## src/rtl/lfp_pkg.sv

```systemverilog
// ----------------------------------------------------------------------------
// lfp_pkg
// Shared types, marks and byte escaping for the LED frame packetizer.
// ----------------------------------------------------------------------------
package lfp_pkg;

  localparam logic [7:0] MARK_START = 8'd94;
  localparam logic [7:0] MARK_END   = 8'd36;
  localparam logic [7:0] BYTE_ZERO  = 8'd0;
  localparam logic [7:0] BYTE_ONE   = 8'd1;

  typedef struct packed {
    logic [7:0] red_in;
    logic [7:0] green_in;
    logic [7:0] blue_in;
    logic [7:0] brightness_in;
  } pixel_in_t;

  typedef struct packed {
    logic       frame_start;
    logic [7:0] red_out;
    logic [7:0] green_out;
    logic [7:0] blue_out;
    logic [7:0] brightness_out;
    logic       frame_end;
  } pixel_out_t;

  typedef struct packed {
    logic bank;
  } cmd_t;

  function automatic logic [7:0] escape_byte(input logic [7:0] b);
    logic [7:0] r;
    if (b == BYTE_ZERO) begin
      r = BYTE_ONE;
    end else if (b == MARK_START) begin
      r = MARK_START + 8'd1;
    end else if (b == MARK_END) begin
      r = MARK_END + 8'd1;
    end else begin
      r = b;
    end
    return r;
  endfunction

  // red in bits 7..0, green 15..8, blue 23..16, brightness 31..24
  function automatic logic [31:0] escape_pixel(input pixel_in_t p);
    return {escape_byte(p.brightness_in), escape_byte(p.blue_in),
            escape_byte(p.green_in), escape_byte(p.red_in)};
  endfunction

endpackage

```

## src/rtl/lfp_ram.sv

```systemverilog
// ----------------------------------------------------------------------------
// lfp_ram
// Generic single-write, single-read RAM with registered read data.
// ----------------------------------------------------------------------------
module lfp_ram #(
  parameter int WIDTH = 32,
  parameter int DEPTH = 128,
  parameter int AW    = 7
) (
  input  logic             clk,
  input  logic             we,
  input  logic [AW-1:0]    waddr,
  input  logic [WIDTH-1:0] wdata,
  input  logic [AW-1:0]    raddr,
  output logic [WIDTH-1:0] rdata
);

  logic [WIDTH-1:0] mem [DEPTH];

  always_ff @(posedge clk) begin
    if (we) begin
      mem[waddr] <= wdata;
    end
    rdata <= mem[raddr];
  end

endmodule

```

## src/rtl/lfp_front.sv

```systemverilog
// ----------------------------------------------------------------------------
// lfp_front
// Accepts pixels, escapes them into the pending bank and compares each one
// with the kept frame; issues an emit command when a changed frame completes.
// ----------------------------------------------------------------------------
module lfp_front #(
  parameter int MAX_PIXELS = 64,
  parameter int IDX_W      = 6,
  parameter int LEN_W      = 7,
  parameter int AW         = 7
) (
  input  logic              clk,
  input  logic              rst,
  input  logic              cfg_we,
  input  logic [6:0]        cfg_data,
  input  lfp_pkg::pixel_in_t pixel,
  input  logic              pixel_valid,
  output logic              pixel_stall,
  output logic              ram_we,
  output logic [AW-1:0]     ram_waddr,
  output logic [31:0]       ram_wdata,
  output logic [AW-1:0]     ram_raddr,
  input  logic [31:0]       ram_rdata,
  output lfp_pkg::cmd_t     cmd,
  output logic              cmd_push,
  input  logic              cmd_empty,
  input  logic              back_busy,
  output logic [LEN_W-1:0]  frame_len
);
  import lfp_pkg::*;

  localparam int CW = (LEN_W > 7) ? LEN_W : 7;

  logic [6:0]       pixel_count;
  logic [IDX_W-1:0] pixel_index;
  logic             frame_differs;
  logic             sent_valid;
  logic             bank_select;
  logic             s1_valid;
  logic             s1_last;
  logic [31:0]      s1_word;

  logic             accept;
  logic [CW-1:0]    count_ext;
  logic [LEN_W:0]   len_ext;
  logic [IDX_W-1:0] pos;
  logic             last;
  logic             differs_now;

  always_comb begin
    count_ext = CW'(pixel_count);
    if (pixel_count == 7'd0) begin
      frame_len = LEN_W'(1);
    end else if (count_ext > CW'(MAX_PIXELS)) begin
      frame_len = LEN_W'(MAX_PIXELS);
    end else begin
      frame_len = LEN_W'(count_ext);
    end
  end

  assign len_ext     = (LEN_W + 1)'(frame_len);
  assign pos         = ((LEN_W + 1)'(pixel_index) >= len_ext) ? '0 : pixel_index;
  assign last        = ((LEN_W + 1)'(pos) + (LEN_W + 1)'(1)) >= len_ext;
  assign pixel_stall = (s1_valid && s1_last) || !cmd_empty || back_busy;
  assign accept      = pixel_valid && !pixel_stall;

  assign ram_we    = accept;
  assign ram_waddr = {~bank_select, pos};
  assign ram_wdata = escape_pixel(pixel);
  assign ram_raddr = {bank_select, pos};

  assign differs_now = frame_differs || !sent_valid || (ram_rdata != s1_word);
  assign cmd_push    = s1_valid && s1_last && differs_now;
  assign cmd.bank    = ~bank_select;

  always_ff @(posedge clk) begin
    if (rst) begin
      pixel_count   <= 7'd64;
      pixel_index   <= '0;
      frame_differs <= 1'b0;
      sent_valid    <= 1'b0;
      bank_select   <= 1'b0;
      s1_valid      <= 1'b0;
    end else if (cfg_we) begin
      pixel_count   <= cfg_data;
      pixel_index   <= '0;
      frame_differs <= 1'b0;
      sent_valid    <= 1'b0;
      s1_valid      <= 1'b0;
    end else begin
      s1_valid <= accept;
      if (accept) begin
        pixel_index <= last ? '0 : pos + IDX_W'(1);
      end
      if (s1_valid) begin
        frame_differs <= s1_last ? 1'b0 : differs_now;
      end
      if (cmd_push) begin
        sent_valid  <= 1'b1;
        bank_select <= ~bank_select;
      end
    end
  end

  always_ff @(posedge clk) begin
    if (accept) begin
      s1_last <= last;
      s1_word <= ram_wdata;
    end
  end

endmodule

```

## src/rtl/lfp_cmd_fifo.sv

```systemverilog
// ----------------------------------------------------------------------------
// lfp_cmd_fifo
// Two-entry queue of emit commands between front and back.
// ----------------------------------------------------------------------------
module lfp_cmd_fifo (
  input  logic          clk,
  input  logic          rst,
  input  logic          push,
  input  lfp_pkg::cmd_t push_data,
  input  logic          pop,
  output lfp_pkg::cmd_t pop_data,
  output logic          empty,
  output logic          full
);
  import lfp_pkg::*;

  cmd_t       entries [2];
  logic       wptr;
  logic       rptr;
  logic [1:0] count;
  logic       do_push;
  logic       do_pop;

  assign empty    = (count == 2'd0);
  assign full     = (count == 2'd2);
  assign do_push  = push && !full;
  assign do_pop   = pop && !empty;
  assign pop_data = entries[rptr];

  always_ff @(posedge clk) begin
    if (rst) begin
      wptr  <= 1'b0;
      rptr  <= 1'b0;
      count <= 2'd0;
    end else begin
      if (do_push) begin
        wptr <= ~wptr;
      end
      if (do_pop) begin
        rptr <= ~rptr;
      end
      if (do_push && !do_pop) begin
        count <= count + 2'd1;
      end else if (do_pop && !do_push) begin
        count <= count - 2'd1;
      end
    end
  end

  always_ff @(posedge clk) begin
    if (do_push) begin
      entries[wptr] <= push_data;
    end
  end

endmodule

```

## src/rtl/lfp_back.sv

```systemverilog
// ----------------------------------------------------------------------------
// lfp_back
// Reads a completed frame from its bank and streams it out pixel by pixel
// through an output register, flagging the first and last pixel.
// ----------------------------------------------------------------------------
module lfp_back #(
  parameter int IDX_W = 6,
  parameter int LEN_W = 7,
  parameter int AW    = 7
) (
  input  logic               clk,
  input  logic               rst,
  input  lfp_pkg::cmd_t      cmd,
  input  logic               cmd_empty,
  output logic               cmd_pop,
  input  logic [LEN_W-1:0]   frame_len,
  output logic               rd_en,
  output logic [AW-1:0]      raddr,
  input  logic [31:0]        rdata,
  output logic               busy,
  output lfp_pkg::pixel_out_t result,
  output logic               result_valid,
  input  logic               result_stall
);
  import lfp_pkg::*;

  localparam logic ST_IDLE = 1'b0;
  localparam logic ST_RUN  = 1'b1;

  logic             state;
  logic             state_next;
  logic             bank;
  logic [LEN_W-1:0] k;
  logic             rd_pend;
  logic             rd_first;
  logic             rd_last;
  logic             out_free;

  assign out_free = !result_valid || !result_stall;
  assign busy     = (state == ST_RUN);
  assign cmd_pop  = (state == ST_IDLE) && !cmd_empty;
  assign rd_en    = (state == ST_RUN) && (k != frame_len) && !rd_pend && out_free;
  assign raddr    = {bank, k[IDX_W-1:0]};

  always_comb begin
    state_next = state;
    unique case (state)
      ST_IDLE: begin
        if (!cmd_empty) begin
          state_next = ST_RUN;
        end
      end
      ST_RUN: begin
        if ((k == frame_len) && !rd_pend) begin
          state_next = ST_IDLE;
        end
      end
      default: state_next = ST_IDLE;
    endcase
  end

  always_ff @(posedge clk) begin
    if (rst) begin
      state        <= ST_IDLE;
      rd_pend      <= 1'b0;
      result_valid <= 1'b0;
    end else begin
      state   <= state_next;
      rd_pend <= rd_en;
      if (rd_pend) begin
        result_valid <= 1'b1;
      end else if (!result_stall) begin
        result_valid <= 1'b0;
      end
    end
  end

  always_ff @(posedge clk) begin
    if (cmd_pop) begin
      bank <= cmd.bank;
      k    <= '0;
    end else if (rd_en) begin
      k <= k + LEN_W'(1);
    end
    if (rd_en) begin
      rd_first <= (k == '0);
      rd_last  <= ((k + LEN_W'(1)) == frame_len);
    end
    if (rd_pend) begin
      result.frame_start    <= rd_first;
      result.red_out        <= rdata[7:0];
      result.green_out      <= rdata[15:8];
      result.blue_out       <= rdata[23:16];
      result.brightness_out <= rdata[31:24];
      result.frame_end      <= rd_last;
    end
  end

endmodule

```

## src/rtl/led_frame_packetizer_dedup.sv

```systemverilog
// ----------------------------------------------------------------------------
// led_frame_packetizer_dedup
// LED frame packetizer with byte escaping and suppression of repeated frames.
// ----------------------------------------------------------------------------
// Pixels are taken at one per cycle while a frame loads: each is escaped
// (0 to 1, 94 to 95, 36 to 37), written to the pending bank of a two-bank RAM
// and compared with the kept frame in the next cycle; after the last pixel,
// input is stalled for the compare. If the frame changed, or none was sent
// since reset or the last pixel_count write, the whole frame is emitted; each
// read of the shared RAM port waits for the registered data of the one before,
// and input is stalled until the last read is done. An unchanged frame emits
// nothing. Writing pixel_count drops a partial frame and forgets the kept one.
module led_frame_packetizer_dedup #(
  parameter int MAX_PIXELS = 64
) (
  input  logic                clk,
  input  logic                rst,
  input  logic                cfg_we,
  input  logic [6:0]          cfg_data,
  input  lfp_pkg::pixel_in_t  pixel,
  input  logic                pixel_valid,
  output logic                pixel_stall,
  output lfp_pkg::pixel_out_t result,
  output logic                result_valid,
  input  logic                result_stall
);
  import lfp_pkg::*;

  localparam int IDX_W = (MAX_PIXELS > 1) ? $clog2(MAX_PIXELS) : 1;
  localparam int LEN_W = $clog2(MAX_PIXELS + 1);
  localparam int AW    = IDX_W + 1;
  localparam int DEPTH = 2 << IDX_W;

  logic             ram_we;
  logic [AW-1:0]    ram_waddr;
  logic [31:0]      ram_wdata;
  logic [AW-1:0]    ram_raddr;
  logic [AW-1:0]    front_raddr;
  logic [AW-1:0]    back_raddr;
  logic             back_rd_en;
  logic [31:0]      ram_rdata;
  cmd_t             push_cmd;
  cmd_t             pop_cmd;
  logic             cmd_push;
  logic             cmd_pop;
  logic             cmd_empty;
  logic             cmd_full;
  logic             back_busy;
  logic [LEN_W-1:0] frame_len;

  assign ram_raddr = back_rd_en ? back_raddr : front_raddr;

  lfp_ram #(
    .WIDTH (32),
    .DEPTH (DEPTH),
    .AW    (AW)
  ) u_ram (
    .clk   (clk),
    .we    (ram_we),
    .waddr (ram_waddr),
    .wdata (ram_wdata),
    .raddr (ram_raddr),
    .rdata (ram_rdata)
  );

  lfp_front #(
    .MAX_PIXELS (MAX_PIXELS),
    .IDX_W      (IDX_W),
    .LEN_W      (LEN_W),
    .AW         (AW)
  ) u_front (
    .clk         (clk),
    .rst         (rst),
    .cfg_we      (cfg_we),
    .cfg_data    (cfg_data),
    .pixel       (pixel),
    .pixel_valid (pixel_valid),
    .pixel_stall (pixel_stall),
    .ram_we      (ram_we),
    .ram_waddr   (ram_waddr),
    .ram_wdata   (ram_wdata),
    .ram_raddr   (front_raddr),
    .ram_rdata   (ram_rdata),
    .cmd         (push_cmd),
    .cmd_push    (cmd_push),
    .cmd_empty   (cmd_empty),
    .back_busy   (back_busy),
    .frame_len   (frame_len)
  );

  lfp_cmd_fifo u_cmd_fifo (
    .clk       (clk),
    .rst       (rst),
    .push      (cmd_push),
    .push_data (push_cmd),
    .pop       (cmd_pop),
    .pop_data  (pop_cmd),
    .empty     (cmd_empty),
    .full      (cmd_full)
  );

  lfp_back #(
    .IDX_W (IDX_W),
    .LEN_W (LEN_W),
    .AW    (AW)
  ) u_back (
    .clk          (clk),
    .rst          (rst),
    .cmd          (pop_cmd),
    .cmd_empty    (cmd_empty),
    .cmd_pop      (cmd_pop),
    .frame_len    (frame_len),
    .rd_en        (back_rd_en),
    .raddr        (back_raddr),
    .rdata        (ram_rdata),
    .busy         (back_busy),
    .result       (result),
    .result_valid (result_valid),
    .result_stall (result_stall || (cmd_full && !result_valid))
  );

endmodule

```

## config.mk

```make
export PLATFORM = sky130hd
export DESIGN_NAME = led_frame_packetizer_dedup
export DESIGN_NICKNAME = d
export VERILOG_FILES = /design/src/rtl/lfp_pkg.sv /design/src/rtl/lfp_ram.sv /design/src/rtl/lfp_front.sv /design/src/rtl/lfp_cmd_fifo.sv /design/src/rtl/lfp_back.sv /design/src/rtl/led_frame_packetizer_dedup.sv
export SDC_FILE = /design/constraint.sdc
export NUM_CORES = 2
export LEC_CHECK = 0
export BUFFER_PORTS_ARGS = -buffer_cell sky130_fd_sc_hd__buf_2
export CELL_PAD_IN_SITES_DETAIL_PLACEMENT = 1
export CELL_PAD_IN_SITES_GLOBAL_PLACEMENT = 1
export CORE_ASPECT_RATIO = 2
export CORE_MARGIN = 2
export CORE_UTILIZATION = 52
export CTS_CLUSTER_SIZE = 40
export DETAILED_ROUTE_END_ITERATION = 10
export PLACE_DENSITY = 0.82
export SLEW_MARGIN = 20
export SYNTH_ARGS = -nofsm -noshare
export SYNTH_HDL_FRONTEND = slang
export SYNTH_HIERARCHICAL = 1
export SYNTH_MEMORY_MAX_BITS = 65536
export SYNTH_SLANG_ARGS = --single-unit
```

## constraint.sdc

```tcl
create_clock -name clk -period 5.95 [get_ports clk]
set_input_delay 1.19 -clock clk [delete_from_list [all_inputs] [get_ports clk]]
set_output_delay 1.19 -clock clk [all_outputs]
set_load 0.005 [all_outputs]
```

=== After elaboration in Yosys (flattened, before gate mapping) ===
Memory sizes are Yosys's and may differ from the RTL's. A register that Yosys moved wholly into a read port is not among the register bits.
Cells that the tools add are included.

* Word-level logic and storage cells: 119
* Memory bits (writable): 4098
* Memories: 2
* Bits in registers: 100
* Bits of input ports: 44

* Multiplexer cells: 29
* Equality and inequality tests: 14
* Order comparisons: 3
* Add/sub/neg operators: 5
* Bitwise operators: 5
* Reductions and logical operators: 38

{| class="wikitable"
|+ Memories
! memory !! words !! width !! read ports !! clocked after memory_dff !! wr ports !! RTL line !! RTL
|-
| u_ram.mem || 128 || 32 || 1 || 1 || 1 || lfp_ram.sv:18 || <nowiki>logic [WIDTH-1:0] mem [DEPTH];</nowiki>
|-
| u_cmd_fifo.entries || 2 || 1 || 1 || 1 || 1 || lfp_cmd_fifo.sv:17 || <nowiki>cmd_t entries [2];</nowiki>
|}

{| class="wikitable"
|+ Operators with widths
! cell !! number
|-
| 2-to-1 mux 8 bit || 12
|-
| equality test 8 x 6 -> 1 bit (second input constant) || 4
|-
| equality test 8 x 7 -> 1 bit (second input constant) || 4
|-
| zero test 8 bit || 4
|-
| inequality test 32 bit || 1
|-
| 2-to-1 mux 7 bit || 3
|-
| equality test 7 bit || 2
|-
| zero test 7 bit || 2
|-
| logical AND 1 bit || 13
|-
| 2-to-1 mux 6 bit || 2
|-
| zero test 1 bit || 9
|-
| 2-to-1 mux 1 bit || 9
|-
| greater-or-equal comparator 8 x 7 -> 1 bit || 1
|-
| adder 6 x 1 -> 7 bit (second input constant) || 1
|-
| adder 7 x 1 -> 7 bit (second input constant) || 1
|-
| greater-or-equal comparator 6 x 7 -> 1 bit || 1
|-
| greater-than comparator 7 bit (second input constant) || 1
|-
| inequality test 7 bit || 1
|-
| adder 6 x 1 -> 6 bit (second input constant) || 1
|-
| logical OR 1 bit || 6
|-
| inverter 1 bit || 5
|-
| 2-to-1 mux 2 bit || 2
|-
| adder 2 x 1 -> 2 bit (second input constant) || 1
|-
| equality test 2 bit (second input constant) || 1
|-
| other kinds (7) || 7
|}

=== Logic depth before layout (Yosys ltp) ===
* Depth in word-level cells: 9
* Mapped depth: 20

=== By module ===
The synthesis kept the hierarchy.

{| class="wikitable"
|+ By module, submodules not included
! module !! area each (µm²) !! times used !! cells an instance !! sequential area each (µm²)
|-
| lfp_ram || 156276.1 || 1 || 5990 || 123638.6
|-
| lfp_front || 2845.2 || 1 || 278 || 1331.3
|-
| lfp_back || 1870.5 || 1 || 128 || 1311.3
|-
| lfp_cmd_fifo || 289.0 || 1 || 28 || 160.2
|-
| led_frame_packetizer_dedup || 127.6 || 1 || 10 || 0.0
|}

=== Worst setup path after synthesis ===
OpenSTA, ideal clock, no wires.

* Path kind: input -> register
* From: in pixel[1] (netlist name)
* To: reg u_front.s1_word[24], data pin
* Data required time: 5089 ps
* Buffers on the path: 0
* Setup slack: 226 ps
* Cell stages on the path: 3
* Library setup time: 861 ps
* Data arrival time: 4863 ps
* Path through: nor4_1 -> a21oi_1 -> o21bai_1

* Longest elaborated chain between the ends: 4
* Elaborated cells between the ends (all ways): 6

{| class="wikitable"
|+ RTL lines
! element !! RTL line !! RTL
|-
| start, declared || led_frame_packetizer_dedup.sv:20 || <nowiki>input lfp_pkg::pixel_in_t pixel,</nowiki>
|-
| equality test 8 x 6 -> 1 bit || lfp_pkg.sv:38 || <nowiki>end else if (b == MARK_END) begin</nowiki>
|-
| 2-to-1 mux 8 bit || lfp_pkg.sv:38 ||
|-
| 2-to-1 mux 8 bit || lfp_pkg.sv:36 || <nowiki>end else if (b == MARK_START) begin</nowiki>
|-
| 2-to-1 mux 8 bit (*) || lfp_pkg.sv:34 || <nowiki>if (b == BYTE_ZERO) begin</nowiki>
|-
| net ram_wdata[24] || led_frame_packetizer_dedup.sv:36 || <nowiki>logic [31:0] ram_wdata;</nowiki>
|-
| end signal, assigned || lfp_front.sv:108 || <nowiki>s1_word <= ram_wdata;</nowiki>
|-
| end, declared || lfp_front.sv:41 || <nowiki>logic [31:0] s1_word;</nowiki>
|}

Mark *: on every way through the listed nets, which the timed path passes. The rest lies on a longest branch.
A chain may end at the register's enable or synchronous reset.

=== Worst setup path after layout ===
* From: reg u_front.pixel_count[6] (netlist: u_front/count_ext[6])
* To: mem u_ram.mem[72][3], enable pin

* Longest elaborated chain between the ends: 5
* Elaborated cells between the ends (all ways): 6

{| class="wikitable"
|+ RTL lines
! element !! RTL line !! RTL
|-
| start, declared || lfp_front.sv:34 || <nowiki>logic [6:0] pixel_count;</nowiki>
|-
| start signal, assigned || lfp_front.sv:85 || <nowiki>pixel_count <= cfg_data;</nowiki>
|-
| greater-than comparator 7 bit || lfp_front.sv:54 || <nowiki>end else if (count_ext > CW'(MAX_PIXELS)) begin</nowiki>
|-
| 2-to-1 mux 7 bit || lfp_front.sv:54 ||
|-
| 2-to-1 mux 7 bit (*) || lfp_front.sv:52 || <nowiki>if (pixel_count == 7'd0) begin</nowiki>
|-
| greater-or-equal comparator 6 x 7 -> 1 bit (*) || lfp_front.sv:62 || <nowiki>assign pos = ((LEN_W + 1)'(pixel_index) >= len_ext) ? '0 : pixel_index;</nowiki>
|-
| 2-to-1 mux 6 bit (*) || lfp_front.sv:62 ||
|-
| net front_raddr[3] || led_frame_packetizer_dedup.sv:38 || <nowiki>logic [AW-1:0] front_raddr;</nowiki>
|-
| end, declared || lfp_ram.sv:18 ||
|}

Marked as above.

==> reports/metrics.csv <==
stage,metric,value,unit
status,status,"complete, but fails checks",
status,violations,"max-capacitance violations, max-slew violations, negative setup slack",
placed_design,globalplace.congestion,0.879,
synth,synth.distinct_cells,56,
synth,avgSynthCellArea,25.1,um^2
finish,regArea,126000,um^2
power_and_ir_drop,clockPowerShare,38.4,%
power_and_ir_drop,pwr-share-comb,9.8,%
finish,finish.utilization,59.1,%
synth,synth-seq-cells,4232,
setup_path,crit_family,simple AND/OR/NAND/NOR gates,
synth,syn_area,161000,um^2
cts,cts-root-buf,clkbuf_16,
detailed_routing,route.detailed.drc,0,
power_and_ir_drop,p_int,48.1,mW
finish,synthToLayoutAreaGrowth,13.1,%
detailed_routing,finalWirelength,601000,um
detailed_routing,drt_iter0_drc,18400,
hold_path,hp-class,reg2reg,
synth,synthCells,6434,
finish,num-fill-cells,24700,
cts,cts_hold_buffers,0,
synth,yosysWarnings,6,
setup_path,setup.worst_path.start_class,register,
sta,slew_headroom,-9.54,%
floorplan,die_area,315000,um^2
global_routing,grt_pass1_wl,765000,um
sta,hold_viol,0,
setup_path,cp_slowest_stage_delay,1.13,ns
setup_path,required,6.49,ns
placed_design,io_buffers,79,
global_routing,grt_max_degree,130,
global_routing,grt_overflow,0,
sta,worst_slew_pin_slew,1.64,ns
finish,multi_input_area,34400,um^2
setup_path,r2r_setup_slack,-0.23,ns
setup_path,cpMaxStageDelayCell,and2_1,
synth,ys.flop_type,edfxtp_1,
power_and_ir_drop,ir_worst_vdd,0.253,mV
synth,synthArstFlopShare,0,%
sta,timing.final.crit_period,6.18,ns
floorplan,ioPinCount,80,
power_and_ir_drop,pwr-share-seq,51.8,%
detailed_routing,vias,86700,
setup_path,cp_max_fo,32,
cts,cts_max_level,5,
sta,post-route-period-util,104,%
placed_design,hpwlAfterDp,299000,um
global_routing,grt_pass1_vias,84400,
synth,syn_nets,6495,
cts,numCtsBuffers,334,
cts,cts_tree,built,
power_and_ir_drop,switchingPower,16.1,mW
global_routing,antenna_found_initial,112,
cts,clk_pin_slew,0.09,ns
finish,layout-drive-gt1-share,35.3,%
floorplan,initial_utilization,52.2,%
sta,clock_skew,0.0600,ns
placed_design,dp_cells,10600,
floorplan,core-area,309000,um^2
sta,fin_ws,-0.230,ns
cts,clockBufferDepth,4,
floorplan,fp.dieH,792,um
detailed_routing,firstDrtPassIters,6,
sta,setup-violations-final,188,
synth,ys_seq_area_share,78.3,%
power_and_ir_drop,cellPowerDensity,351,nW/um^2
power_and_ir_drop,swShare,25.0,%
setup_path,path_buf_inv,3,
floorplan,die_w,398,um
power_and_ir_drop,p_leak,54.4,nW
setup_path,crit_chain,"inv_2, nand2_1, ha_1, a21o_1, a21oi_1, o32ai_4, inv_1, and2_1, nor2b_1, nand3_1, nor2_4, buf_4",
setup_path,crit_type,reg2reg,
sta,slew_viol_final,2,
run,drv_cap,1,
cts,cts_sinks,4232,
cts,clock_latency,0.95,ns
sta,fmax,162,MHz
finish,nets,6960,
setup_path,arrival,6.72,ns
detailed_routing,drt-vias-per-instance,7.63,
setup_path,end_kind,register,
synth,synth_edf_count,4168,
detailed_routing,ant_nets,0,
global_routing,grt_usage,36.2,%
detailed_routing,wire_per_inst,52.9,um
floorplan,rows,289,
finish,fin_cells,11400,
power_and_ir_drop,p_total,64.1,mW
[synth_stat cells, drive strengths merged, types with 4 or more instances]
| cell type | count | area, um^2 |
|---|---|---|
| nand2 | 36 | 135 |
| nand4 | 10 | 75.1 |
| xor2 | 37 | 324 |
| nor2b | 11 | 71.3 |
| a21oi | 7 | 35.0 |
| or3 | 5 | 31.3 |
| nor4 | 14 | 93.8 |
| ha | 17 | 213 |
| clkbuf | 214 | 803 |
| buf | 152 | 764 |
| dfxtp | 64 | 1280 |
| o21ai | 10 | 50.0 |
| mux2 | 40 | 477 |
| inv | 28 | 105 |
| o21bai | 4 | 30.0 |
| o211ai | 7 | 52.6 |
| nand2b | 10 | 62.6 |
| edfxtp | 4168 | 125000 |
| nand3 | 20 | 100 |
| mux2i | 14 | 140 |
| xnor2 | 14 | 123 |
| a22o | 4 | 35.0 |
| and2 | 6 | 38.8 |
| nor3 | 16 | 80.1 |
| mux4 | 1344 | 30300 |
| nor2 | 151 | 567 |
[power groups by stage]
stage / clock network, mW / logic (mW) / registers [mW]
floorplan: 0 / 3.27 / 33.7
detailed placement: 0 / 5.55 / 33.8
global route: 25.3 / 6.25 / 33.2
global placement: 0 / 5.32 / 33.8
finish: 24.6 / 6.27 / 33.2
CTS: 24.2 / 5.86 / 33.2
[layout by cell type, fill, tap and decap left out, types with 51 or more instances in the layout]
master,count
buf_12,103
buf_2,51
buf_4,328
clkbuf_16,342
clkinv_1,53
dfxtp_1,63
diode_2,134
edfxtp_1,4168
mux4_2,1344
nor2_4,119
[path summary, 6_finish.rpt]
check / cells past startpoint / to / startpoint
hold / removal: 0 / u_back/result[0] / u_back/rd_last
setup reg to reg: 12 / u_ram/mem[72][3] / u_front/count_ext[6]
hold reg to reg: 0 / u_back/result[0] / u_back/rd_last
setup / recovery: 12 / u_ram/mem[72][3] / u_front/count_ext[6]
[metrics by stage]
step	setup TNS (ns)	hold slack, ns	cell area [um^2]	setup slack [ns]
final	-12.01	0.458	183000	-0.230
after global routing	-1.50	0.457	182000	-0.294
after CTS	0	0.455	182000	0.0493
after detailed placement	0	0.441	171000	0.0835
after global placement	0	0.438	171000	0.159
after floorplan	0	0.400	161000	0.226
[logic make-up (layout without fill, tap and decap cells)]
| logic type | after synthesis | in the layout | share of synthesized area (%) |
|---|---|---|---|
| compound gates | 50 | 50 | 0.238 |
| xor+xnor | 51 | 51 | 0.277 |
| fa+ha+maj | 17 | 17 | 0.132 |
| buf+inv | 394 | 1120 | 1.04 |
| flops | 4232 | 4232 | 78.3 |
| mux | 1398 | 1398 | 19.1 |
| other cells | 0 | 134 | 0 |
| simple gates | 292 | 292 | 0.846 |
[what timing repair did]
| action | in CTS | in global routing |
|---|---|---|
| gates resized for setup | 0 | 7 |
| cloned | 0 | 3 |
| buffers inserted | 1 | 5 |
| pin swaps | 1 | 1 |
| setup endpoints to repair | 7 | 27 |
[sequential cells by signal, summed over array words and instances, names as in the netlist, named ones only]
register	flops
u_front/s1_valid	1
u_cmd_fifo/count	2
u_cmd_fifo/entries	2
u_ram/mem	4096
u_back/k	7
u_back/rd_last	1
u_front/pixel_index	6
u_back/rd_pend	1
u_front/s1_word	32
u_back/result_valid	1
u_ram/rdata	32
u_back/result	34
u_front/count_ext	7
u_back/bank	1
u_front/frame_differs	1
u_cmd_fifo/rptr	1
u_back/busy	1
u_cmd_fifo/wptr	1
u_front/bank_select	1
u_front/sent_valid	1
u_back/rd_first	1
u_front/s1_last	1
[cell type report]
cell class | count | share of cell area (%)
antenna | 134 | 0.184
clock buffer | 394 | 4.80
timing repair buffer | 495 | 2.77
multi-input combinational | 1808 | 18.8
sequential | 4232 | 69.3
clock inverter | 203 | 1.32
tap | 4074 | 2.79
inverter | 28 | 0.0576
[metal layers]
metal | vias up | wire length, um | GRT usage, %
met5 | - | 519 | 0
met4 | 70 | 62000 | 27.7
met1 | 44300 | 168000 | 41.8
li1 | 28900 | - | -
met3 | 2818 | 84700 | 9.14
met2 | 10700 | 286000 | 58.1
No activity file was read; power rests on OpenSTA's default activity.
